**src/design/aels_pkg.sv**
```systemverilog
`timescale 1ns / 1ps
// ----------------------------------------------------------------------------
// aels_pkg
// Shared constants, codes and controller/datapath interface types for the
// absorber energy loss stepper.
// ----------------------------------------------------------------------------
package aels_pkg;

  localparam int TABLE_DEPTH = 64;
  localparam int FRAC_BITS   = 16;
  localparam int ADDR_W      = $clog2(TABLE_DEPTH);
  localparam int N_W         = ADDR_W + 1;

  localparam int VAL_W       = 32;
  localparam int MASS_W      = 16;
  localparam int COUNT_W     = 7;
  localparam int IDX_W       = 6;
  localparam int STATUS_W    = 2;
  localparam int CFG_IDX_W   = 1;
  localparam int CFG_DATA_W  = 16;
  localparam int MASS_FRAC   = 8;

  localparam int E_W         = VAL_W + 1;          // running energy, signed
  localparam int MAG_W       = E_W + MASS_FRAC;    // |e| * 256
  localparam int EPA_W       = MAG_W + 1;          // energy per amu, signed
  localparam int MD_W        = EPA_W;              // |epa - lo|
  localparam int PROD_W      = MD_W + VAL_W;       // |diff| * |dd|
  localparam int REM_W       = VAL_W + 1;
  localparam int TERM_SHIFT  = 40;
  localparam int TERM_W      = TERM_SHIFT + 1;
  localparam int WIDE_W      = TERM_W + 2;
  localparam int SLICE_W     = FRAC_BITS + 1;
  localparam int PROD_S_W    = VAL_W + SLICE_W + 1;
  localparam int LOSS_W      = PROD_S_W - FRAC_BITS;
  localparam int RAM_W       = 2 * VAL_W;

  localparam int EPA_STEPS   = MAG_W;
  localparam int QDIV_STEPS  = PROD_W;
  localparam int MUL_STEPS   = VAL_W;
  localparam int STEP_W      = $clog2(PROD_W + 1);

  typedef enum logic [1:0] {
    FUNC_LOAD     = 2'd0,
    FUNC_RESIDUAL = 2'd1,
    FUNC_INITIAL  = 2'd2,
    FUNC_DEDX     = 2'd3
  } func_t;

  localparam logic [STATUS_W-1:0] ST_OK        = 2'd0;
  localparam logic [STATUS_W-1:0] ST_SAT       = 2'd1;
  localparam logic [STATUS_W-1:0] ST_BAD_INDEX = 2'd2;

  localparam logic [CFG_IDX_W-1:0] CFG_MASS  = 1'b0;
  localparam logic [CFG_IDX_W-1:0] CFG_COUNT = 1'b1;

  localparam logic [MASS_W-1:0]  MASS_RESET  = 16'd256;
  localparam logic [COUNT_W-1:0] COUNT_RESET = 7'd2;

  typedef enum logic [4:0] {
    OP_IDLE,
    OP_LATCH,
    OP_WRITE,
    OP_EPA_LOAD,
    OP_DIV_STEP,
    OP_EPA_SET,
    OP_CAP_LO,
    OP_CAP_HI,
    OP_PREP,
    OP_MUL_LOAD,
    OP_MUL_STEP,
    OP_QDIV_LOAD,
    OP_DEDX_TERM,
    OP_DEDX_LO,
    OP_LOSS,
    OP_APPLY,
    OP_SLICE_NEXT,
    OP_OUT
  } dp_op_t;

  typedef struct packed {
    dp_op_t            op;
    logic [ADDR_W-1:0] rd_addr;
  } dp_cmd_t;

  typedef struct packed {
    func_t          func;
    logic           epa_lt;
    logic           epa_gt;
    logic           w_pos;
    logic           slice_zero;
    logic           slice_last;
    logic [N_W-1:0] n;
  } dp_stat_t;

  // Saturate to signed VAL_W; result is {overflow, value}.
  function automatic logic [VAL_W:0] sat_val(input logic signed [63:0] v);
    logic signed [63:0] hi_lim;
    logic signed [63:0] lo_lim;
    hi_lim = (64'sd1 <<< (VAL_W - 1)) - 64'sd1;
    lo_lim = -(64'sd1 <<< (VAL_W - 1));
    if (v > hi_lim) begin
      sat_val = {1'b1, hi_lim[VAL_W-1:0]};
    end else if (v < lo_lim) begin
      sat_val = {1'b1, lo_lim[VAL_W-1:0]};
    end else begin
      sat_val = {1'b0, v[VAL_W-1:0]};
    end
  endfunction

endpackage

```
**src/design/aels_ctrl.sv**
```systemverilog
`timescale 1ns / 1ps
// ----------------------------------------------------------------------------
// aels_ctrl
// Sequencer: table search, serial multiply/divide counts, slice loop.
// ----------------------------------------------------------------------------
module aels_ctrl (
  input  logic              clk,
  input  logic              rst,
  input  logic              start,
  output logic              busy,
  output logic              result_valid,
  output aels_pkg::dp_cmd_t cmd,
  input  aels_pkg::dp_stat_t stat
);
  import aels_pkg::*;

  typedef enum logic [4:0] {
    S_IDLE, S_DISPATCH, S_WRITE, S_SLICE, S_EPA_LOAD, S_DIV, S_EPA_SET,
    S_RD_FIRST, S_CHK_FIRST, S_CHK_LAST, S_SCAN_RD, S_SCAN_CHK,
    S_SEG_LO, S_SEG_HI, S_CAP_HI, S_PREP, S_WCHK, S_MUL_LOAD, S_MUL,
    S_QDIV_LOAD, S_TERM, S_DEDX_LO, S_LOSS, S_APPLY, S_SLICE_NEXT, S_FINISH
  } state_t;

  state_t            state;
  state_t            ret;
  logic [STEP_W-1:0] cnt;
  logic [ADDR_W-1:0] seg;
  logic [ADDR_W-1:0] idx;
  logic [ADDR_W-1:0] last_entry;
  logic [ADDR_W-1:0] last_scan;

  assign last_entry = ADDR_W'(stat.n - N_W'(1));
  assign last_scan  = ADDR_W'(stat.n - N_W'(2));

  always_comb begin
    cmd.op      = OP_IDLE;
    cmd.rd_addr = '0;
    case (state)
      S_IDLE:       cmd.op = start ? OP_LATCH : OP_IDLE;
      S_WRITE:      cmd.op = OP_WRITE;
      S_EPA_LOAD:   cmd.op = OP_EPA_LOAD;
      S_DIV:        cmd.op = OP_DIV_STEP;
      S_EPA_SET:    cmd.op = OP_EPA_SET;
      S_RD_FIRST:   cmd.rd_addr = '0;
      S_CHK_FIRST:  cmd.rd_addr = last_entry;
      S_SCAN_RD:    cmd.rd_addr = idx;
      S_SEG_LO:     cmd.rd_addr = seg;
      S_SEG_HI: begin
        cmd.op      = OP_CAP_LO;
        cmd.rd_addr = seg + ADDR_W'(1);
      end
      S_CAP_HI:     cmd.op = OP_CAP_HI;
      S_PREP:       cmd.op = OP_PREP;
      S_MUL_LOAD:   cmd.op = OP_MUL_LOAD;
      S_MUL:        cmd.op = OP_MUL_STEP;
      S_QDIV_LOAD:  cmd.op = OP_QDIV_LOAD;
      S_TERM:       cmd.op = OP_DEDX_TERM;
      S_DEDX_LO:    cmd.op = OP_DEDX_LO;
      S_LOSS:       cmd.op = OP_LOSS;
      S_APPLY:      cmd.op = OP_APPLY;
      S_SLICE_NEXT: cmd.op = OP_SLICE_NEXT;
      S_FINISH:     cmd.op = OP_OUT;
      default:      cmd.op = OP_IDLE;
    endcase
  end

  always_ff @(posedge clk) begin
    if (rst) begin
      state        <= S_IDLE;
      ret          <= S_IDLE;
      cnt          <= '0;
      seg          <= '0;
      idx          <= '0;
      busy         <= 1'b0;
      result_valid <= 1'b0;
    end else begin
      result_valid <= 1'b0;
      case (state)
        S_IDLE: begin
          if (start) begin
            busy  <= 1'b1;
            state <= S_DISPATCH;
          end
        end
        S_DISPATCH: begin
          case (stat.func)
            FUNC_LOAD: state <= S_WRITE;
            FUNC_DEDX: state <= S_EPA_LOAD;
            default:   state <= S_SLICE;
          endcase
        end
        S_WRITE: state <= S_FINISH;
        S_SLICE: state <= stat.slice_zero ? S_SLICE_NEXT : S_EPA_LOAD;
        S_EPA_LOAD: begin
          cnt   <= STEP_W'(EPA_STEPS);
          ret   <= S_EPA_SET;
          state <= S_DIV;
        end
        S_DIV: begin
          cnt <= cnt - STEP_W'(1);
          if (cnt == STEP_W'(1)) begin
            state <= ret;
          end
        end
        S_EPA_SET:  state <= S_RD_FIRST;
        S_RD_FIRST: state <= S_CHK_FIRST;
        S_CHK_FIRST: begin
          if (stat.epa_lt) begin
            seg   <= '0;
            state <= S_SEG_LO;
          end else begin
            state <= S_CHK_LAST;
          end
        end
        S_CHK_LAST: begin
          if (stat.epa_gt) begin
            seg   <= last_scan;
            state <= S_SEG_LO;
          end else begin
            seg   <= '0;
            idx   <= ADDR_W'(1);
            state <= (last_scan == '0) ? S_SEG_LO : S_SCAN_RD;
          end
        end
        S_SCAN_RD: state <= S_SCAN_CHK;
        S_SCAN_CHK: begin
          if (stat.epa_lt) begin
            state <= S_SEG_LO;
          end else begin
            seg <= idx;
            idx <= idx + ADDR_W'(1);
            state <= (idx == last_scan) ? S_SEG_LO : S_SCAN_RD;
          end
        end
        S_SEG_LO: state <= S_SEG_HI;
        S_SEG_HI: state <= S_CAP_HI;
        S_CAP_HI: state <= S_PREP;
        S_PREP:   state <= S_WCHK;
        S_WCHK:   state <= stat.w_pos ? S_MUL_LOAD : S_DEDX_LO;
        S_MUL_LOAD: begin
          cnt   <= STEP_W'(MUL_STEPS);
          state <= S_MUL;
        end
        S_MUL: begin
          cnt <= cnt - STEP_W'(1);
          if (cnt == STEP_W'(1)) begin
            state <= S_QDIV_LOAD;
          end
        end
        S_QDIV_LOAD: begin
          cnt   <= STEP_W'(QDIV_STEPS);
          ret   <= S_TERM;
          state <= S_DIV;
        end
        S_TERM, S_DEDX_LO: begin
          state <= (stat.func == FUNC_DEDX) ? S_FINISH : S_LOSS;
        end
        S_LOSS:       state <= S_APPLY;
        S_APPLY:      state <= S_SLICE_NEXT;
        S_SLICE_NEXT: state <= stat.slice_last ? S_FINISH : S_SLICE;
        S_FINISH: begin
          busy         <= 1'b0;
          result_valid <= 1'b1;
          state        <= S_IDLE;
        end
        default: state <= S_IDLE;
      endcase
    end
  end

endmodule

```
**config.mk**
```make
export PLATFORM = sky130hd
export DESIGN_NAME = aels_ctrl
export DESIGN_NICKNAME = d
export VERILOG_FILES = /design/src/design/aels_pkg.sv /design/src/design/aels_ctrl.sv
export SDC_FILE = /design/constraint.sdc
export NUM_CORES = 1
export LEC_CHECK = 0
export BUFFER_PORTS_ARGS = -buffer_cell sky130_fd_sc_hd__buf_2
export CORE_ASPECT_RATIO = 1.2
export CORE_MARGIN = 3
export CORE_UTILIZATION = 40
export CTS_CLUSTER_SIZE = 20
export DETAILED_ROUTE_END_ITERATION = 8
export GPL_ROUTABILITY_DRIVEN = 1
export PLACE_DENSITY_LB_ADDON = 0.12
export SLEW_MARGIN = 30
export SYNTH_ARGS = -nofsm -noshare
export SYNTH_HDL_FRONTEND = slang
export SYNTH_SLANG_ARGS = --single-unit
```
**constraint.sdc**
```tcl
create_clock -name clk -period 2.6 [get_ports clk]
set_input_delay 0.78 -clock clk [delete_from_list [all_inputs] [get_ports clk]]
set_output_delay 0.78 -clock clk [all_outputs]
set_load 0.05 [all_outputs]
```
After elaboration in Yosys (flattened, before gate mapping)
Index checks and enable logic that the tools add are counted.

word-level totals
  register bits after elaboration = 31
  latch bits = 0
  bits in writable memories = 0
  ROM bits = 0
  input bits = 17
  memories kept = 0

operators by class
  $add $sub $neg = 5
  multiply operators = 0
  divide/modulo/power cells = 0
  $lt $le $gt $ge = 0
  eq/ne operators = 34
  shift operators = 0
  multiplexer cells = 29
  bitwise gates (word level) = 0
  reduce and logical (&&, ||, !) cells = 15

operators with widths
  cell                                               number
  case mux 5 bit (23 select lines)                   1
  case mux 5 bit (17 select lines)                   1
  == test 5 bit (second input constant)              10
  == test 5 x 4 -> 1 bit (second input constant)     8
  2-to-1 mux 6 bit                                   5
  case mux 7 bit (4 select lines)                    1
  2-to-1 mux 5 bit                                   5
  case mux 6 bit (4 select lines)                    1
  == test 5 x 3 -> 1 bit (second input constant)     4
  2-to-1 mux 3 bit                                   6
  case mux 6 bit (3 select lines)                    1
  adder 6 x 1 -> 6 bit (second input constant)       2
  inequality test 2 bit (second input constant)      6
  case mux 6 bit (2 select lines)                    1
  == test 5 x 2 -> 1 bit (second input constant)     2
  case mux 5 bit (2 select lines)                    1
  AND reduction 3 bit                                3
  == test 7 x 1 -> 1 bit (second input constant)     1
  subtractor 7 x 1 -> 7 bit (second input constant)  1
  == test 6 bit                                      1
  logical NOT 6 bit                                  1
  case mux 3 bit (2 select lines)                    1
  nonzero test 2 bit                                 3
  OR reduction 2 bit                                 3
  12 further kinds                                   14

Longest topological paths before layout
  word-level depth = 5
  gate-level depth with buffers = 8
  gate-level depth less buffers = 7

Least setup slack after synthesis
OpenSTA, ideal clock, no wires.

  kind = in2out
  from = input port stat[1] (netlist name)
  to = output port cmd[5] (netlist name)
  arrival = 2.643 ns
  path slack = -0.823 ns
  stages on the path = 6
  buffers on the path = 0
  cell sequence = inv_1 ha_1 nor3b_2 nand2_1 xor2_1 o21ai_0

RTL lines
  element          RTL line         source
  start, declared  aels_ctrl.sv:13  input aels_pkg::dp_stat_t stat
  end, declared    aels_ctrl.sv:12  output aels_pkg::dp_cmd_t cmd,

==> out/qor.txt <==
Hold Worst Slack -> 0.484 ns
hold depth -> 2
clock share of power -> 18.6%
CTS tree -> yes
Setup CP Type -> in -> out
static leakage -> 1.24 nW
vias in the first global route -> 2476
top cell type's share of synthesized area -> 23.1%
root buffer cell -> clkbuf_8
worst path arrival time -> 1.84 ns
worst slew pin tran -> 0.658 ns
Comb pwr share -> 57.6%
Die Y -> 92.9 µm
Vias/cell -> 5.90
RSZ-0062 raised after global routing -> yes
Die W -> 78.4 µm
initial antenna violation count -> 0
crit path buf inv count -> 3
clock sinks -> 29
first-pass GRT wire length -> 12.1 mm
Die Area -> 7290 µm²
layout net count -> 391
CTS H-Tree Depth -> 2
maximum clock frequency -> 0.382 GHz
Switching Share -> 45.7%
slowest cell delay on critical path -> 0.21 ns
min-delay src -> ret[1]
min cycle time layout -> 2.62 ns
Critical R2R Launch -> cnt[0]
Placer Congestion -> 0.844
GRT overflow -> 0
synth top area cells -> dfxtp_1 (23%), xor2_1 (5.2%), ha_1 (5.0%)
setup TNS -> -0.0199 ns
Req. time, crit path -> 1.82 ns
PortBufs -> 28
routed wire length per instance -> 16.7 µm
final antenna-violating net count -> 0
violated checks -> setup timing
Max Cap Viol -> 0
Synth Register Bits -> 29
largest net degree at the start of global routing -> 37
min-delay worst type -> reg -> reg
I/O Pins -> 30
Hold Path End -> ret[1]
clock skew -> 0.00775 ns
fin util -> 51.7%
Post-CTS Hold Buffers -> 0
Avg Inst Size Synth -> 7.82 µm²
final wirelength -> 7.46 mm
ant diodes -> 0
Seq/Total Area, Yosys -> 23.1%
Net Count, Synth -> 349
# rows -> 31
Int Pwr -> 1.44 mW
Core Footprint -> 6050 µm²
NetSw -> 1.21 mW
Starting DRT DRC Count -> 245
synth warn -> 0
pwr/cell area -> 846 nW/µm²
kind of end point of the critical path -> primary output
FF-to-FF End -> state[0]
CP Cell Sequence -> buf_8 -> inv_8 -> ha_4 -> nor3b_4 -> nand2_2 -> xor2_2 -> o21ai_2 -> buf_6
status -> finished, violations left
max_slew headroom -> 55.7%
CP startpoint kind -> primary input
Gate Count Post-Synth -> 322
synthesized area -> 2520 µm²
leading area contributor after synthesis -> dfxtp_1
Reg2Reg Depth -> 6
kind of cell adding the most delay to the critical path -> buffers and inverters
pins over their slew limit -> 0
number of flops mapped to enable cells by yosys -> 0
CTS buffer count -> 5
Final setup viols -> 1
CP Max Fanout -> 4
final worst slack -> -0.0199 ns
Initial Util -> 41.6%
fin crit share -> 101%
via count -> 2636
DRC -> 0
Async SR Flop Fraction -> 0%
drt pass-1 iters -> 5
Peak VDD IR -> 376 µV
critical path depth in cells -> 8
Hold Fails Final Rpt -> 0
slowest CP cell -> nor3b_4
count of cell types in the netlist -> 68
post-detail-place hpwl -> 5.59 mm
clk buf depth -> 2
clock slew at reported path FFs -> 0.07 ns
flop2flop setup slack -> 0.60 ns
P&R area growth vs syn -> 24.3%
Skew-Pair Late Insertion Delay -> 0.29 ns
Seq pwr share -> 23.7%
share of cells above drive strength 1 -> 27.7%
global-route usage over all layers -> 20.9%
Worst Setup SP -> stat[1]
Most used DFF post-synth -> dfxtp_1
## cell usage after synthesis (all sizes together) (10+ instances only)
cell / n
xor2: 15
dfxtp: 29
nor2b: 11
nor2: 32
inv: 14
a21oi: 20
nand2: 24
nor3: 13
ha: 10
o21ai: 11
buf: 12
nand3: 10
## power by group through the flow
stage	combinational, mW	clock [mW]	sequential, mW
floorplan	1.13	0	0.602
global placement	1.47	0	0.623
detailed placement	1.47	0	0.625
CTS	1.49	0.500	0.618
global route	1.66	0.527	0.637
finish	1.53	0.494	0.629
## worst min-delay path, cell delays in order (launching register included)
cell     delay (ns)
dfxtp_1        0.33
nand2_1        0.06
a21oi_1        0.05
## what timing repair did
action | in CTS | in global routing
setup buffers | 1 | 1
gates resized for setup | 14 | 31
setup endpoints to repair | 9 | 8
pin swaps | 4 | 5
## kinds of logic (layout without fill, tap and decap cells)
family	Yosys count	in the layout	share of synthesized area, %
buffers and inverters	33	76	7.35
xor gates and xnor gates	23	23	8.00
AOI/OAI and AO/OA	101	101	29.4
and+or+nand+nor	123	123	26.0
adders and majority gates	10	10	4.97
muxes	3	3	1.29
DFF	29	29	23.1
## metal layers
| metal | track usage, % | share of wire [%] | up-vias | wire length, µm |
|---|---|---|---|---|
| li1 | - | - | 1295 | - |
| met1 | 26.1 | 44 | 1260 | 3260 |
| met2 | 37.2 | 51 | 74 | 3830 |
| met3 | 3.40 | 3.7 | 7 | 277 |
| met4 | 5.25 | 1.2 | 0 | 90 |
| met5 | 0 | 0 | - | 0 |
## metrics by stage
step	setup slack, ns	area [µm²]	power (mW)	cells
3_3_place_gp	-0.118	2870	2.09	437
2_1_floorplan	-0.139	2560	1.73	322
3_5_place_dp	-0.134	2870	2.09	437
5_1_grt	-0.0755	3130	2.82	447
6_report	-0.0199	3130	2.65	447
4_1_cts	-0.0449	3030	2.61	446
## area by class of cell
cell class | count | area, µm²
fillers | 625 | 2920
multi-input cells | 260 | 1840
flip-flops and latches | 29 | 592
repair buffers | 54 | 413
well taps | 82 | 103
clock buffers | 7 | 86.3
inverters | 14 | 62.6
clock inverters | 1 | 30.0
## cells in the final DEF (no fill, tap or decap), drive strengths merged, types with 5 or more instances in the layout
cell	count
buf	51
nor2	32
dfxtp	29
nand2	24
a21oi	20
xor2	15
inv	14
nor3	13
nor2b	11
o21ai	11
nand3	10
ha	10
clkbuf	10
xnor2	8
a22oi	8
a31oi	8
o211ai	7
and3	6
nand4	5
a22o	5
a211oi	5
## registers in the layout, summed over array words and instances, names as in the netlist
signal	flops
busy	1
cnt	7
idx	6
result_valid	1
ret	3
seg	6
state	5
## worst max path at each step
stage                     slack, ns     end
after floorplan               -0.14  cmd[5]
after global placement        -0.12  cmd[5]
after detailed placement      -0.13  cmd[5]
after CTS                     -0.04  cmd[5]
after global routing          -0.08  cmd[5]
final                         -0.02  cmd[5]
Power figures use the tool's default switching activity.
